===== src/ppm_p6_pkg.sv =====
package ppm_p6_pkg;

  localparam logic [32:0] NumLimit   = 33'd429496729;
  localparam logic [34:0] MaxPixels  = 35'd1073741823;
  localparam logic [28:0] MaxvalReq  = 29'd255;
  localparam logic [7:0]  ChP        = 8'h50;
  localparam logic [7:0]  Ch6        = 8'h36;
  localparam logic [7:0]  ChHash     = 8'h23;
  localparam logic [7:0]  ChZero     = 8'h30;
  localparam logic [7:0]  ChNine     = 8'h39;
  localparam logic [7:0]  ChLf       = 8'h0a;
  localparam logic [7:0]  ChCr       = 8'h0d;

  typedef enum logic [2:0] {
    PH_MAGIC_P,
    PH_MAGIC_6,
    PH_MAGIC_SP,
    PH_WIDTH,
    PH_HEIGHT,
    PH_MAXVAL,
    PH_PIXELS,
    PH_DONE
  } phase_e;

  typedef enum logic [1:0] {
    KIND_HEADER,
    KIND_PIXEL,
    KIND_ERROR
  } kind_e;

  typedef enum logic [2:0] {
    ERR_MAGIC,
    ERR_NO_DIGIT,
    ERR_OVERFLOW,
    ERR_MAXVAL,
    ERR_SEPARATOR,
    ERR_ZERO,
    ERR_TOO_MANY,
    ERR_SHORT
  } err_e;

  typedef enum logic [1:0] {
    EV_NONE,
    EV_HEADER,
    EV_PIXEL,
    EV_ERROR
  } event_e;

  typedef struct packed {
    kind_e       kind;
    logic [23:0] pixel_rgb;
    logic [28:0] width;
    logic [28:0] height;
    logic [2:0]  error_code;
    logic        last_pixel;
  } res_t;

  function automatic logic is_ws(input logic [7:0] c);
    return (c == 8'h20) || (c == 8'h09) || (c == ChCr) || (c == ChLf) ||
           (c == 8'h0c) || (c == 8'h0b);
  endfunction

  function automatic logic is_dec(input logic [7:0] c);
    return (c >= ChZero) && (c <= ChNine);
  endfunction

  function automatic err_e eof_code(input phase_e ph, input logic digit,
                                    input logic [28:0] acc);
    err_e code;
    if (ph == PH_MAGIC_P || ph == PH_MAGIC_6 || ph == PH_MAGIC_SP) begin
      code = ERR_MAGIC;
    end else if (!digit || ph != PH_MAXVAL) begin
      code = ERR_NO_DIGIT;
    end else if (acc != MaxvalReq) begin
      code = ERR_MAXVAL;
    end else begin
      code = ERR_SEPARATOR;
    end
    return code;
  endfunction

endpackage


===== src/ppm_p6_core.sv =====
module ppm_p6_core (
  input  logic              clk_i,
  input  logic              rst_ni,
  input  logic              take_i,
  input  logic [7:0]        byte_value_i,
  input  logic [31:0]       bytes_total_i,
  output logic              res_valid_o,
  output ppm_p6_pkg::res_t  res_o
);
  import ppm_p6_pkg::*;

  phase_e      phase_q, phase_d;
  logic [31:0] pos_q, pos_d;
  logic [28:0] acc_q, acc_d;
  logic        digit_q, digit_d;
  logic        comment_q, comment_d;
  logic [28:0] width_q, width_d;
  logic [28:0] height_q, height_d;
  logic [29:0] left_q, left_d;
  logic [1:0]  chan_q, chan_d;
  logic [15:0] rg_q, rg_d;
  logic [29:0] prod_q, prod_d;
  logic        big_q, big_d;

  event_e      ev;
  err_e        err;
  logic        cont;
  logic [3:0]  dig;
  logic [32:0] acc_x;
  logic [32:0] wd;
  logic [34:0] prod_x;
  logic [31:0] rem;
  logic [31:0] need;

  always_comb begin
    dig   = byte_value_i[3:0] - ChZero[3:0];
    acc_x = ({4'b0, acc_q} << 3) + ({4'b0, acc_q} << 1) + {29'b0, dig};
    wd    = (dig[0] ? {4'b0, width_q} : 33'd0) + (dig[1] ? {3'b0, width_q, 1'b0} : 33'd0) +
            (dig[2] ? {2'b0, width_q, 2'b0} : 33'd0) + (dig[3] ? {1'b0, width_q, 3'b0} : 33'd0);
    prod_x = ({5'b0, prod_q} << 3) + ({5'b0, prod_q} << 1) + {2'b0, wd};
    rem    = (bytes_total_i > pos_d) ? (bytes_total_i - pos_d) : 32'd0;
    need   = ({2'b0, prod_q} << 1) + {2'b0, prod_q};
  end

  always_comb begin
    phase_d   = phase_q;
    pos_d     = pos_q;
    acc_d     = acc_q;
    digit_d   = digit_q;
    comment_d = comment_q;
    width_d   = width_q;
    height_d  = height_q;
    left_d    = left_q;
    chan_d    = chan_q;
    rg_d      = rg_q;
    prod_d    = prod_q;
    big_d     = big_q;
    ev        = EV_NONE;
    err       = ERR_MAGIC;
    cont      = 1'b0;
    case (phase_q)
      PH_DONE: begin
      end
      PH_PIXELS: begin
        if (chan_q < 2'd2) begin
          rg_d   = {rg_q[7:0], byte_value_i};
          chan_d = chan_q + 2'd1;
        end else begin
          chan_d = 2'd0;
          left_d = left_q - 30'd1;
          ev     = EV_PIXEL;
          if (left_q == 30'd1) begin
            phase_d = PH_DONE;
          end
        end
      end
      default: begin
        if (pos_q >= bytes_total_i) begin
          ev  = EV_ERROR;
          err = eof_code(phase_q, digit_q, acc_q);
        end else begin
          if (pos_q != 32'hffff_ffff) begin
            pos_d = pos_q + 32'd1;
          end
          case (phase_q)
            PH_MAGIC_P: begin
              if (byte_value_i == ChP) begin
                phase_d = PH_MAGIC_6;
              end else begin
                ev = EV_ERROR;
              end
            end
            PH_MAGIC_6: begin
              if (byte_value_i == Ch6) begin
                phase_d = PH_MAGIC_SP;
              end else begin
                ev = EV_ERROR;
              end
            end
            PH_MAGIC_SP: begin
              if (is_ws(byte_value_i)) begin
                phase_d   = PH_WIDTH;
                digit_d   = 1'b0;
                comment_d = 1'b0;
                acc_d     = 29'd0;
              end else begin
                ev = EV_ERROR;
              end
            end
            default: begin
              cont = 1'b1;
              if (digit_q) begin
                if (is_dec(byte_value_i)) begin
                  cont = 1'b0;
                  if (acc_x > NumLimit) begin
                    ev  = EV_ERROR;
                    err = ERR_OVERFLOW;
                  end else begin
                    acc_d = acc_x[28:0];
                    if (phase_q == PH_HEIGHT && !big_q) begin
                      if (prod_x > MaxPixels) begin
                        big_d = 1'b1;
                      end else begin
                        prod_d = prod_x[29:0];
                      end
                    end
                  end
                end else if (phase_q == PH_MAXVAL) begin
                  cont = 1'b0;
                  ev   = EV_ERROR;
                  if (acc_q != MaxvalReq) begin
                    err = ERR_MAXVAL;
                  end else if (!is_ws(byte_value_i)) begin
                    err = ERR_SEPARATOR;
                  end else if (width_q == 29'd0 || height_q == 29'd0) begin
                    err = ERR_ZERO;
                  end else if (big_q) begin
                    err = ERR_TOO_MANY;
                  end else if (need > rem) begin
                    err = ERR_SHORT;
                  end else begin
                    ev      = EV_HEADER;
                    left_d  = prod_q;
                    chan_d  = 2'd0;
                    rg_d    = 16'd0;
                    phase_d = PH_PIXELS;
                  end
                end else begin
                  if (phase_q == PH_WIDTH) begin
                    width_d = acc_q;
                    phase_d = PH_HEIGHT;
                  end else begin
                    height_d = acc_q;
                    phase_d  = PH_MAXVAL;
                  end
                  digit_d   = 1'b0;
                  comment_d = 1'b0;
                  acc_d     = 29'd0;
                end
              end
              if (cont) begin
                if (comment_q && digit_q == 1'b0) begin
                  if (byte_value_i == ChLf || byte_value_i == ChCr) begin
                    comment_d = 1'b0;
                  end
                end else if (is_ws(byte_value_i)) begin
                end else if (byte_value_i == ChHash) begin
                  comment_d = 1'b1;
                end else if (is_dec(byte_value_i)) begin
                  digit_d = 1'b1;
                  acc_d   = {25'd0, dig};
                  if (phase_d == PH_HEIGHT) begin
                    big_d  = wd > 33'(MaxPixels);
                    prod_d = wd[29:0];
                  end
                end else begin
                  ev  = EV_ERROR;
                  err = ERR_NO_DIGIT;
                end
              end
            end
          endcase
          if (ev == EV_NONE && pos_d >= bytes_total_i &&
              (phase_d == PH_MAGIC_P || phase_d == PH_MAGIC_6 ||
               phase_d == PH_MAGIC_SP || phase_d == PH_WIDTH ||
               phase_d == PH_HEIGHT || phase_d == PH_MAXVAL)) begin
            ev  = EV_ERROR;
            err = eof_code(phase_d, digit_d, acc_d);
          end
        end
        if (ev == EV_ERROR) begin
          phase_d = PH_DONE;
        end
      end
    endcase
  end

  always_comb begin
    res_valid_o = 1'b0;
    res_o       = '0;
    case (ev)
      EV_HEADER: begin
        res_valid_o  = 1'b1;
        res_o.kind   = KIND_HEADER;
        res_o.width  = width_q;
        res_o.height = height_q;
      end
      EV_PIXEL: begin
        res_valid_o      = 1'b1;
        res_o.kind       = KIND_PIXEL;
        res_o.pixel_rgb  = {rg_q, byte_value_i};
        res_o.last_pixel = (left_q == 30'd1);
      end
      EV_ERROR: begin
        res_valid_o      = 1'b1;
        res_o.kind       = KIND_ERROR;
        res_o.error_code = err;
      end
      default: begin
      end
    endcase
  end

  always_ff @(posedge clk_i or negedge rst_ni) begin
    if (!rst_ni) begin
      phase_q   <= PH_MAGIC_P;
      pos_q     <= '0;
      acc_q     <= '0;
      digit_q   <= 1'b0;
      comment_q <= 1'b0;
      width_q   <= '0;
      height_q  <= '0;
      left_q    <= '0;
      chan_q    <= '0;
      rg_q      <= '0;
      prod_q    <= '0;
      big_q     <= 1'b0;
    end else if (take_i) begin
      phase_q   <= phase_d;
      pos_q     <= pos_d;
      acc_q     <= acc_d;
      digit_q   <= digit_d;
      comment_q <= comment_d;
      width_q   <= width_d;
      height_q  <= height_d;
      left_q    <= left_d;
      chan_q    <= chan_d;
      rg_q      <= rg_d;
      prod_q    <= prod_d;
      big_q     <= big_d;
    end
  end

endmodule


===== src/ppm_p6_out_reg.sv =====
module ppm_p6_out_reg (
  input  logic              clk_i,
  input  logic              rst_ni,
  input  logic              load_valid_i,
  input  ppm_p6_pkg::res_t  res_i,
  input  logic              out_stall_i,
  output logic              busy_o,
  output logic              out_valid_o,
  output ppm_p6_pkg::res_t  res_o
);
  import ppm_p6_pkg::*;

  logic valid_q;
  res_t data_q;

  assign busy_o      = valid_q && out_stall_i;
  assign out_valid_o = valid_q;
  assign res_o       = data_q;

  always_ff @(posedge clk_i or negedge rst_ni) begin
    if (!rst_ni) begin
      valid_q <= 1'b0;
    end else if (!busy_o) begin
      valid_q <= load_valid_i;
    end
  end

  always_ff @(posedge clk_i) begin
    if (!busy_o && load_valid_i) begin
      data_q <= res_i;
    end
  end

endmodule


===== src/ppm_p6_stream_parser.sv =====
// PPM P6 stream parser.
// Each input transaction carries one byte of a binary PPM file and the total
// file length, which the user must keep the same for one file (not checked).
// The output channel carries at most one result per input byte: a header
// result with width and height, one packed 0xRRGGBB word per pixel with the
// final pixel marked, or a single error code. After the last pixel or an
// error, all further bytes are accepted and produce no result until reset.
// Each byte is parsed in the cycle it is accepted, and its result is valid
// in the output register on the following cycle. One byte is accepted per
// cycle while the output side does not stall; the output register sets
// that rate.
// When the receiver stalls with a result waiting, in_stall_o rises in the
// same cycle and the waiting result holds until it is taken.
// Reset returns the parser to expect the magic number and empties the
// output register; no clearing pass is needed.
module ppm_p6_stream_parser (
  input  logic        clk_i,
  input  logic        rst_ni,
  input  logic        in_valid_i,
  output logic        in_stall_o,
  input  logic [7:0]  byte_value_i,
  input  logic [31:0] bytes_total_i,
  output logic        out_valid_o,
  input  logic        out_stall_i,
  output logic [1:0]  kind_o,
  output logic [23:0] pixel_rgb_o,
  output logic [28:0] width_o,
  output logic [28:0] height_o,
  output logic [2:0]  error_code_o,
  output logic        last_pixel_o
);
  import ppm_p6_pkg::*;

  logic take;
  logic res_valid;
  logic busy;
  res_t res;
  res_t out_res;

  assign in_stall_o = busy;
  assign take       = in_valid_i && !busy;

  ppm_p6_core u_core (
    .clk_i         (clk_i),
    .rst_ni        (rst_ni),
    .take_i        (take),
    .byte_value_i  (byte_value_i),
    .bytes_total_i (bytes_total_i),
    .res_valid_o   (res_valid),
    .res_o         (res)
  );

  ppm_p6_out_reg u_out_reg (
    .clk_i        (clk_i),
    .rst_ni       (rst_ni),
    .load_valid_i (take && res_valid),
    .res_i        (res),
    .out_stall_i  (out_stall_i),
    .busy_o       (busy),
    .out_valid_o  (out_valid_o),
    .res_o        (out_res)
  );

  assign kind_o       = out_res.kind;
  assign pixel_rgb_o  = out_res.pixel_rgb;
  assign width_o      = out_res.width;
  assign height_o     = out_res.height;
  assign error_code_o = out_res.error_code;
  assign last_pixel_o = out_res.last_pixel;

endmodule


===== config.mk =====
export PLATFORM = sky130hd
export DESIGN_NAME = ppm_p6_stream_parser
export DESIGN_NICKNAME = d
export VERILOG_FILES = /design/src/ppm_p6_pkg.sv /design/src/ppm_p6_core.sv /design/src/ppm_p6_out_reg.sv /design/src/ppm_p6_stream_parser.sv
export SDC_FILE = /design/constraint.sdc
export NUM_CORES = 1
export LEC_CHECK = 0
export ABC_AREA = 1
export BUFFER_PORTS_ARGS = -buffer_cell sky130_fd_sc_hd__buf_2
export CELL_PAD_IN_SITES_DETAIL_PLACEMENT = 0
export CELL_PAD_IN_SITES_GLOBAL_PLACEMENT = 2
export CORE_ASPECT_RATIO = 1.5
export CORE_MARGIN = 2
export CORE_UTILIZATION = 39
export CTS_CLUSTER_DIAMETER = 50
export DETAILED_ROUTE_END_ITERATION = 16
export PLACE_DENSITY = 0.95
export SKIP_CTS_REPAIR_TIMING = 1
export SLEW_MARGIN = 20
export SYNTH_ARGS = -nofsm -noshare
export SYNTH_HDL_FRONTEND = slang
export SYNTH_SLANG_ARGS = --single-unit

===== constraint.sdc =====
create_clock -name clk_i -period 15.2 [get_ports clk_i]
set_input_delay 4.56 -clock clk_i [delete_from_list [all_inputs] [get_ports clk_i]]
set_output_delay 4.56 -clock clk_i [all_outputs]
set_load 0.02 [all_outputs]

==> results of run 1 <==
[worst reg2reg max path: cells and delay by family, from the launching register on]
family / cells / cell delay (ns)
buffers and inverters: 10 / 2.26
AND/OR/NAND/NOR: 20 / 3.52
AO/OA/AOI/OAI: 18 / 2.98
adder cells (fa/ha/maj): 4 / 0.98
flip-flops: 1 / 0.44
[final cells by class]
class	instances	share of cell area
Tap cell	1000	0.0382
Clock buffer	57	0.0355
Timing Repair Buffer	156	0.0263
Clock inverter	21	0.00936
Antenna cell	1	0.0000764
Multi-Input combinational cell	3215	0.579
Sequential cell	292	0.237
Inverter	650	0.0747
[final timing paths]
kind	startpoint	end	slack, ns	cells after the start
max	bytes_total_i[5]	u_core.prod_q[3]	1.21	54
min	u_core.chan_q[0]	u_core.chan_q[0]	0.50	1
max reg2reg	u_core.pos_q[5]	u_core.prod_q[3]	4.91	52
min reg2reg	u_core.chan_q[0]	u_core.chan_q[0]	0.50	1
max in group asynchronous	rst_ni	u_core.prod_q[15]	9.79	2
min in group asynchronous	rst_ni	u_core.pos_q[8]	3.95	1
[placed cells by master, fill, tap and decap left out, drive strengths merged, types with 4 or more instances in the layout]
cell / n
and2: 7
clkinv: 17
o31ai: 4
inv: 648
a21o: 5
o221ai: 16
buf: 156
bufinv: 4
o21a: 13
o21bai: 18
fa: 61
xor2: 91
a21oi: 350
nand4: 48
o22ai: 31
dfrtp: 204
a21boi: 13
nand3: 189
nand3b: 17
a31oi: 26
a22oi: 4
or2: 22
edfxtp: 88
nor3: 56
a221oi: 6
nor2: 389
o211ai: 23
ha: 314
a211oi: 9
nor4: 20
xnor2: 55
nand2: 1059
o21ai: 356
clkbuf: 57
[through the flow]
step / cell area, um2 / util / power [uW] / setup slack (ns)
after global routing: 32700 / 0.436 / 7640 / 0.106
after detailed placement: 31300 / 0.416 / 5950 / 0.676
final: 32700 / 0.436 / 7000 / 1.21
after floorplan: 29600 / - / 4570 / 2.07
after CTS: 32700 / 0.436 / 7020 / 1.28
after global placement: 31300 / 0.416 / 5930 / 1.13
[metal layers]
metal  global-route usage  wire (um)
met5                    0         16
met4                0.126       5280
met1                0.271      38000
met3               0.0228       3180
met2                0.498      54500
[cells by family after synthesis]
logic type                 after synthesis  synth area share
xor gates and xnor gates               146            0.0432
adders and majority gates              375             0.174
DFF                                    292             0.262
buffers and inverters                  755            0.0977
and+or+nand+nor                       1812             0.260
AOI/OAI and AO/OA                      882             0.163
[registers in the layout (all words and copies together), names as in the netlist, 2 cells and up]
name	flops
u_core.acc_q	29
u_core.chan_q	2
u_core.height_q	29
u_core.left_q	30
u_core.phase_q	3
u_core.pos_q	32
u_core.prod_q	30
u_core.rg_q	16
u_core.width_q	29
u_out_reg.res_o	88
[report_power, final]
group          internal [uW]  total, uW  switching, uW
combinational           1550       4540           2990
sequential              1080       1420            336
clock                    617       1040            422
==> flow_summary.json, run 1 <==
{
  "design.die.area_um2": 78100,
  "clockRootBuffer": "clkbuf_16",
  "nets": 4776,
  "die_w_um": 229,
  "cp.arrival_ns": 14.47,
  "path_buf_inv": 12,
  "synth_area_leaders": "dfrtp_1 (17%), nand2_1 (13%), ha_1 (13%)",
  "syn_nets": 4681,
  "drv_cap": 0,
  "yosysMostFrequentCell": "nand2_1",
  "finalCritPeriodShare": 0.921,
  "antenna_found_initial": 3,
  "vias": 28323,
  "num_io_pins": 134,
  "startpoint_type": "input pin",
  "synth_cell_type_count": 64,
  "fill_cells": 8072,
  "instances_no_fill": 5392,
  "timing.hold.ws_ns": 0.498,
  "numCtsBuffers": 42,
  "period_minus_slack_ns": 13.99,
  "synth_flop_cell": "dfrtp_1",
  "synth_edf_count": 88,
  "yosys.area.top_type": "dfrtp_1",
  "fin_skew_ns": 0.0595,
  "syn_avg_cell_area_um2": 6.94,
  "fin_setup_tns_ns": 0,
  "end_kind": "flip-flop",
  "viasPerCell": 5.25,
  "cp.required_ns": 15.68,
  "regArea_um2": 7750,
  "ir_drop_uv": 118,
  "io_buffers": 133,
  "num_rows": 123,
  "layout-drive-gt1-share": 0.0729,
  "worstSkewPairLatency_ns": 0.63,
  "yosys-top-cells-count": "nand2_1 (1,049), inv_1 (635), nor2_1 (355)",
  "outcome": "finished, final reports clean",
  "max_stage_delay_ns": 0.52,
  "max_freq_ghz": 0.0715,
  "gp_congestion": 0.937,
  "first_global_vias": 28212,
  "max_slew_margin": 0.397,
  "route.detailed.drc": 0,
  "crit_type": "in -> reg",
  "yosys_register_bits": 292,
  "rsz0062_at_grt": "no",
  "cts.sinks": 292,
  "drt_iter0_drc": 1843,
  "hpwl_um": 81300,
  "synthArstFlopShare": 0.699,
  "syn2layout_area_growth_pct": 10.7,
  "path_common_cell": "nand2_1",
  "yosysSeqAreaShare": 0.262,
  "grt_pass1_wl_um": 156000,
  "dp.cells": 5313,
  "overflow": 0,
  "cts_tree": "yes",
  "cts.clk_slew.worst_paths_ns": 0.07,
  "tightest_slew_ns": 0.905,
  "drv_slew": 0,
  "crit_slowest_cell": "inv_1",
  "hp-class": "reg -> reg",
  "cellPowerDensity_nw_per_um2": 214,
  "p_leak_uw": 0.0165,
  "ant_nets": 0,
  "netlist.area_leader.share": 0.173,
  "finalWirelength_um": 101000,
  "ys_warn_count": 0,
  "cts_buffer_depth": 3,
  "grt_max_degree": 78,
  "die_h_um": 341,
  "initial_core_util": 0.394,
  "fp.coreArea_um2": 75100,
  "htree_levels": 2,
  "netlist_area_um2": 29600,
  "syn-instance-count": 4262,
  "firstDrtPassIters": 6,
  "worstPathMaxFanout": 31,
  "setup_viol": 0,
  "multi_input_area_um2": 19000,
  "gr-usage-all-layers": 0.255,
  "post_drt_wl_per_cell_um": 18.7,
  "cp_top_family": "simple AND/OR/NAND/NOR gates",
  "hold_viol": 0
}
(Power assumes the default switching activity.)
==> inputs of run 2 (changes only) <==
--- a/config.mk
+++ b/config.mk
@@ -6,7 +6,7 @@
 export NUM_CORES = 1
 export LEC_CHECK = 0
 export ABC_AREA = 1
-export BUFFER_PORTS_ARGS = -buffer_cell sky130_fd_sc_hd__buf_2
+export BUFFER_PORTS_ARGS = -buffer_cell sky130_fd_sc_hd__buf_4
 export CELL_PAD_IN_SITES_DETAIL_PLACEMENT = 0
 export CELL_PAD_IN_SITES_GLOBAL_PLACEMENT = 2
 export CORE_ASPECT_RATIO = 1.5
==> run 2 against run 1 <==
Design area up 0.91%. Sequential power about the same. Sequential share of layout area down 0.21 points. Hold slack better by 0.0071 ns. Die area unchanged. Clock skew down 0.0046 ns. Worst setup slack better by 0.14 ns. Critical endpoint is now u_core.prod_q[28]. First-iteration DRC count down 14%. Critical path type unchanged.
==> flow_summary.json, run 2 (synthesis gave the netlist of run 1 again) <==
{
  "num_io_pins": 134,
  "overflow": 0,
  "cellPowerDensity_nw_per_um2": 213,
  "outcome": "finished, final reports clean",
  "crit_slowest_cell": "clkinv_1",
  "fp.coreArea_um2": 75100,
  "num_rows": 123,
  "firstDrtPassIters": 6,
  "numCtsBuffers": 41,
  "fin_setup_tns_ns": 0,
  "p_leak_uw": 0.0166,
  "cts_buffer_depth": 3,
  "hp-class": "reg -> reg",
  "tightest_slew_ns": 1.14,
  "viasPerCell": 5.27,
  "antenna_found_initial": 0,
  "period_minus_slack_ns": 13.86,
  "cts.clk_slew.worst_paths_ns": 0.06,
  "path_common_cell": "nand2_1",
  "cts.sinks": 292,
  "timing.hold.ws_ns": 0.505,
  "drv_slew": 0,
  "fin_skew_ns": 0.0549,
  "final_common_cell": "nand2_1",
  "clockRootBuffer": "clkbuf_16",
  "cp_top_family": "simple AND/OR/NAND/NOR gates",
  "gp_congestion": 0.928,
  "ant_nets": 0,
  "drv_cap": 0,
  "io_buffers": 133,
  "finalWirelength_um": 101000,
  "nets": 4773,
  "vias": 28368,
  "rsz0062_at_grt": "no",
  "grt_max_degree": 77,
  "design.die.area_um2": 78100,
  "max_stage_delay_ns": 0.44,
  "hold_viol": 0,
  "die_w_um": 229,
  "initial_core_util": 0.394,
  "first_global_vias": 28309,
  "cp.arrival_ns": 14.32,
  "die_h_um": 341,
  "layout-drive-gt1-share": 0.0727,
  "max_freq_ghz": 0.0722,
  "post_drt_wl_per_cell_um": 18.7,
  "worstSkewPairLatency_ns": 0.63,
  "num_antenna_cells": 0,
  "max_slew_margin": 0.234,
  "cp.required_ns": 15.67,
  "path_buf_inv": 13,
  "grt_pass1_wl_um": 156000,
  "largest_reg_flops": 88,
  "hpwl_um": 81000,
  "syn2layout_area_growth_pct": 11.7,
  "startpoint_type": "input pin",
  "cts_tree": "yes",
  "drt_iter0_drc": 1577,
  "setup_viol": 0,
  "finalCritPeriodShare": 0.912,
  "mostFrequentLayoutCells": "nand2_1 (1,049), inv_1 (633), nor2_1 (351), a21oi_1 (349), o21ai_0 (339)",
  "htree_levels": 2,
  "worstPathMaxFanout": 31,
  "crit_type": "in -> reg",
  "gr-usage-all-layers": 0.253,
  "ir_drop_uv": 112,
  "route.detailed.drc": 0,
  "end_kind": "flip-flop"
}
==> run 2: metal layers <==
metal / wire (um) / track usage / share of wire
met4: 5620 / 0.132 / 0.056
met3: 3370 / 0.0253 / 0.033
met2: 54100 / 0.497 / 0.54
met1: 37700 / 0.264 / 0.37
met5: 0 / 0 / 0
==> run 2: cell type report <==
cell class | instances | area [um2]
Clock inverter | 23 | 358
Fill cell | 8098 | 42100
Timing Repair Buffer | 154 | 1160
Sequential cell | 292 | 7750
Multi-Input combinational cell | 3215 | 19000
Clock buffer | 51 | 1100
Inverter | 650 | 2450
Tap cell | 1000 | 1250
==> run 2: final timing paths <==
check / start / slack [ns] / endpoint / depth (start not counted)
min in group asynchronous: rst_ni / 3.93 / u_core.pos_q[10] / 1
max reg2reg: u_core.pos_q[1] / 5.02 / u_core.prod_q[28] / 52
max: bytes_total_i[9] / 1.34 / u_core.prod_q[28] / 56
max in group asynchronous: rst_ni / 9.79 / u_core.height_q[19] / 2
min: u_core.chan_q[0] / 0.51 / u_core.chan_q[0] / 1
min reg2reg: u_core.chan_q[0] / 0.51 / u_core.chan_q[0] / 1
==> run 2: worst reg2reg max path, delay by kind of cell (launching register included) <==
family / cells / cell delay (ns)
and+or+nand+nor: 20 / 3.53
adders and majority gates: 4 / 0.99
AOI/OAI and AO/OA: 18 / 2.99
buffers and inverters: 10 / 2.10
DFF: 1 / 0.45
==> run 2: metrics by stage <==
step / std cells / utilization / worst slack, ns / area [um2] / total power (uW)
6_report: 5385 / 0.440 / 1.34 / 33000 / 7030
5_1_grt: 5385 / 0.440 / 0.149 / 33000 / 7670
4_1_cts: 5385 / 0.440 / 1.28 / 33000 / 7050
3_5_place_dp: 5311 / 0.420 / 0.685 / 31600 / 5990
3_3_place_gp: 5311 / 0.420 / 1.15 / 31600 / 5980
2_1_floorplan: 4262 / - / 2.07 / 29600 / 4570
==> run 2: report_power, final <==
group / switching, uW / total (uW) / internal [uW]
Combinational: 2980 / 4570 / 1590
Sequential: 344 / 1430 / 1080
Clock: 424 / 1040 / 614
==> inputs of run 3 (changes only) <==
--- a/config.mk
+++ b/config.mk
@@ -14,7 +14,7 @@
 export CORE_UTILIZATION = 39
 export CTS_CLUSTER_DIAMETER = 50
 export DETAILED_ROUTE_END_ITERATION = 16
-export PLACE_DENSITY = 0.95
+export PLACE_DENSITY = 0.9
 export SKIP_CTS_REPAIR_TIMING = 1
 export SLEW_MARGIN = 20
 export SYNTH_ARGS = -nofsm -noshare
==> run 3 against run 2 <==
Design area hardly changed. Routed wire length rose by 0.32%. Global-route usage up 0.29 points. Critical endpoint is now u_out_reg.res_o[45]. Total power fell by 0.47%. Sequential share of layout area barely moved. Cell count is 0.13% higher. Worst setup slack worse by 0.049 ns. Non-clock buffer count up 1.
==> flow_summary.json, run 3 (synthesis gave the netlist of run 1 again) <==
{
  "numCtsBuffers": 43,
  "startpoint_type": "input pin",
  "hpwl_um": 81000,
  "fin_setup_tns_ns": 0,
  "gr-usage-all-layers": 0.256,
  "mostFrequentLayoutCells": "nand2_1 (1,049), inv_1 (634), nor2_1 (351), a21oi_1 (349), o21ai_0 (339)",
  "hp-class": "reg -> reg",
  "cellPowerDensity_nw_per_um2": 212,
  "ant_nets": 0,
  "drv_slew": 0,
  "total_power_uw": 7000,
  "ir_drop_uv": 127,
  "crit_type": "in -> reg",
  "worstPathMaxFanout": 63,
  "multi_input_area_um2": 19000,
  "max_slew_margin": 0.269,
  "finalCritPeriodShare": 0.915,
  "p_leak_uw": 0.0166,
  "max_freq_ghz": 0.0719,
  "num_rows": 123,
  "drt_iter0_drc": 1830,
  "firstDrtPassIters": 6,
  "design.die.area_um2": 78100,
  "num_io_pins": 134,
  "timing.hold.ws_ns": 0.508,
  "grt_max_degree": 76,
  "vias": 28125,
  "setup_viol": 0,
  "route.detailed.drc": 0,
  "cp.arrival_ns": 14.13,
  "hold_viol": 0,
  "io_buffers": 133,
  "period_minus_slack_ns": 13.90,
  "gp_congestion": 0.893,
  "overflow": 0,
  "cts.clk_slew.worst_paths_ns": 0.06,
  "crit_slowest_cell": "buf_4",
  "fill_cells": 7994,
  "drv_cap": 0,
  "final_util": 0.440,
  "final_common_cell": "nand2_1",
  "cts.sinks": 292,
  "rsz0062_at_grt": "no",
  "max_stage_delay_ns": 0.49,
  "fp.coreArea_um2": 75100,
  "tightest_slew_ns": 1.09,
  "cp.required_ns": 15.43,
  "antenna_found_initial": 0,
  "path_common_cell": "nand2_1",
  "regArea_um2": 7750,
  "post_drt_wl_per_cell_um": 18.8,
  "htree_levels": 2,
  "nets": 4776,
  "finalWirelength_um": 101000,
  "layout-drive-gt1-share": 0.0747,
  "grt_pass1_wl_um": 158000,
  "die_h_um": 341,
  "end_kind": "flip-flop",
  "worstSkewPairLatency_ns": 0.62,
  "num_antenna_cells": 0,
  "outcome": "finished, final reports clean",
  "clockRootBuffer": "clkbuf_16",
  "dpl_cell_area_um2": 31600,
  "first_global_vias": 28454,
  "die_w_um": 229,
  "largest_reg_flops": 88,
  "fin_skew_ns": 0.0340,
  "cts_buffer_depth": 3,
  "viasPerCell": 5.22,
  "syn2layout_area_growth_pct": 11.8,
  "initial_core_util": 0.394,
  "cts_tree": "yes",
  "fin_area_um2": 33100
}
-- run 3: cell types whose count changed in the layout (fill, tap and decap cells not counted), moves of 2 or more --
cell / before / now
clkinv_8: 1 / 4
clkbuf_16: 41 / 43
inv_6: 2 / 7
clkinv_16: 3 / 1
bufinv_16: 5 / 0
clkinv_2: 4 / 6
inv_16: 0 / 2
clkbuf_1: 6 / 3
-- run 3: layer usage --
metal  routed length [um]  vias up  GRT usage
met5                    0        -          0
met4                 4700        0      0.110
li1                     -    14232          -
met3                 2880      212     0.0241
met1                38400    13175      0.270
met2                55200      506      0.511
-- run 3: through the flow --
stage / worst slack [ns] / cells
2_1_floorplan: 2.07 / 4262
3_3_place_gp: 1.16 / 5312
3_5_place_dp: 0.775 / 5312
4_1_cts: 1.36 / 5392
5_1_grt: 0.367 / 5392
6_report: 1.30 / 5392
-- run 3: final timing paths --
path,from,endpoint,slack [ns],depth (start not counted)
max in group asynchronous,rst_ni,u_core.prod_q[27],9.73,2
min,u_core.chan_q[0],u_core.chan_q[0],0.51,1
min in group asynchronous,rst_ni,u_core.left_q[9],3.94,1
min reg2reg,u_core.chan_q[0],u_core.chan_q[0],0.51,1
max,bytes_total_i[1],u_out_reg.res_o[45],1.30,54
max reg2reg,u_core.pos_q[1],u_out_reg.res_o[45],4.91,52
-- run 3: layout make-up --
| cell class | instances | share of cell area |
|---|---|---|
| Inverter | 650 | 0.0740 |
| Tap cell | 1000 | 0.0379 |
| Timing Repair Buffer | 155 | 0.0358 |
| Clock inverter | 31 | 0.00969 |
| Sequential cell | 292 | 0.234 |
| Clock buffer | 49 | 0.0341 |
| Multi-Input combinational cell | 3215 | 0.574 |
-- run 3: power breakdown --
group,leakage [uW],switching [uW],total (uW),internal [uW]
Sequential,0.00343,339,1420,1080
Combinational,0.0125,2960,4560,1590
Clock,0.000697,459,1020,559
-- run 3: worst max-delay path: cells and delay by family --
family | cells | cell delay (ns)
AO/OA/AOI/OAI | 17 | 2.83
adder cells (fa/ha/maj) | 3 | 1.01
buffers and inverters | 11 | 1.92
AND/OR/NAND/NOR | 23 | 3.70
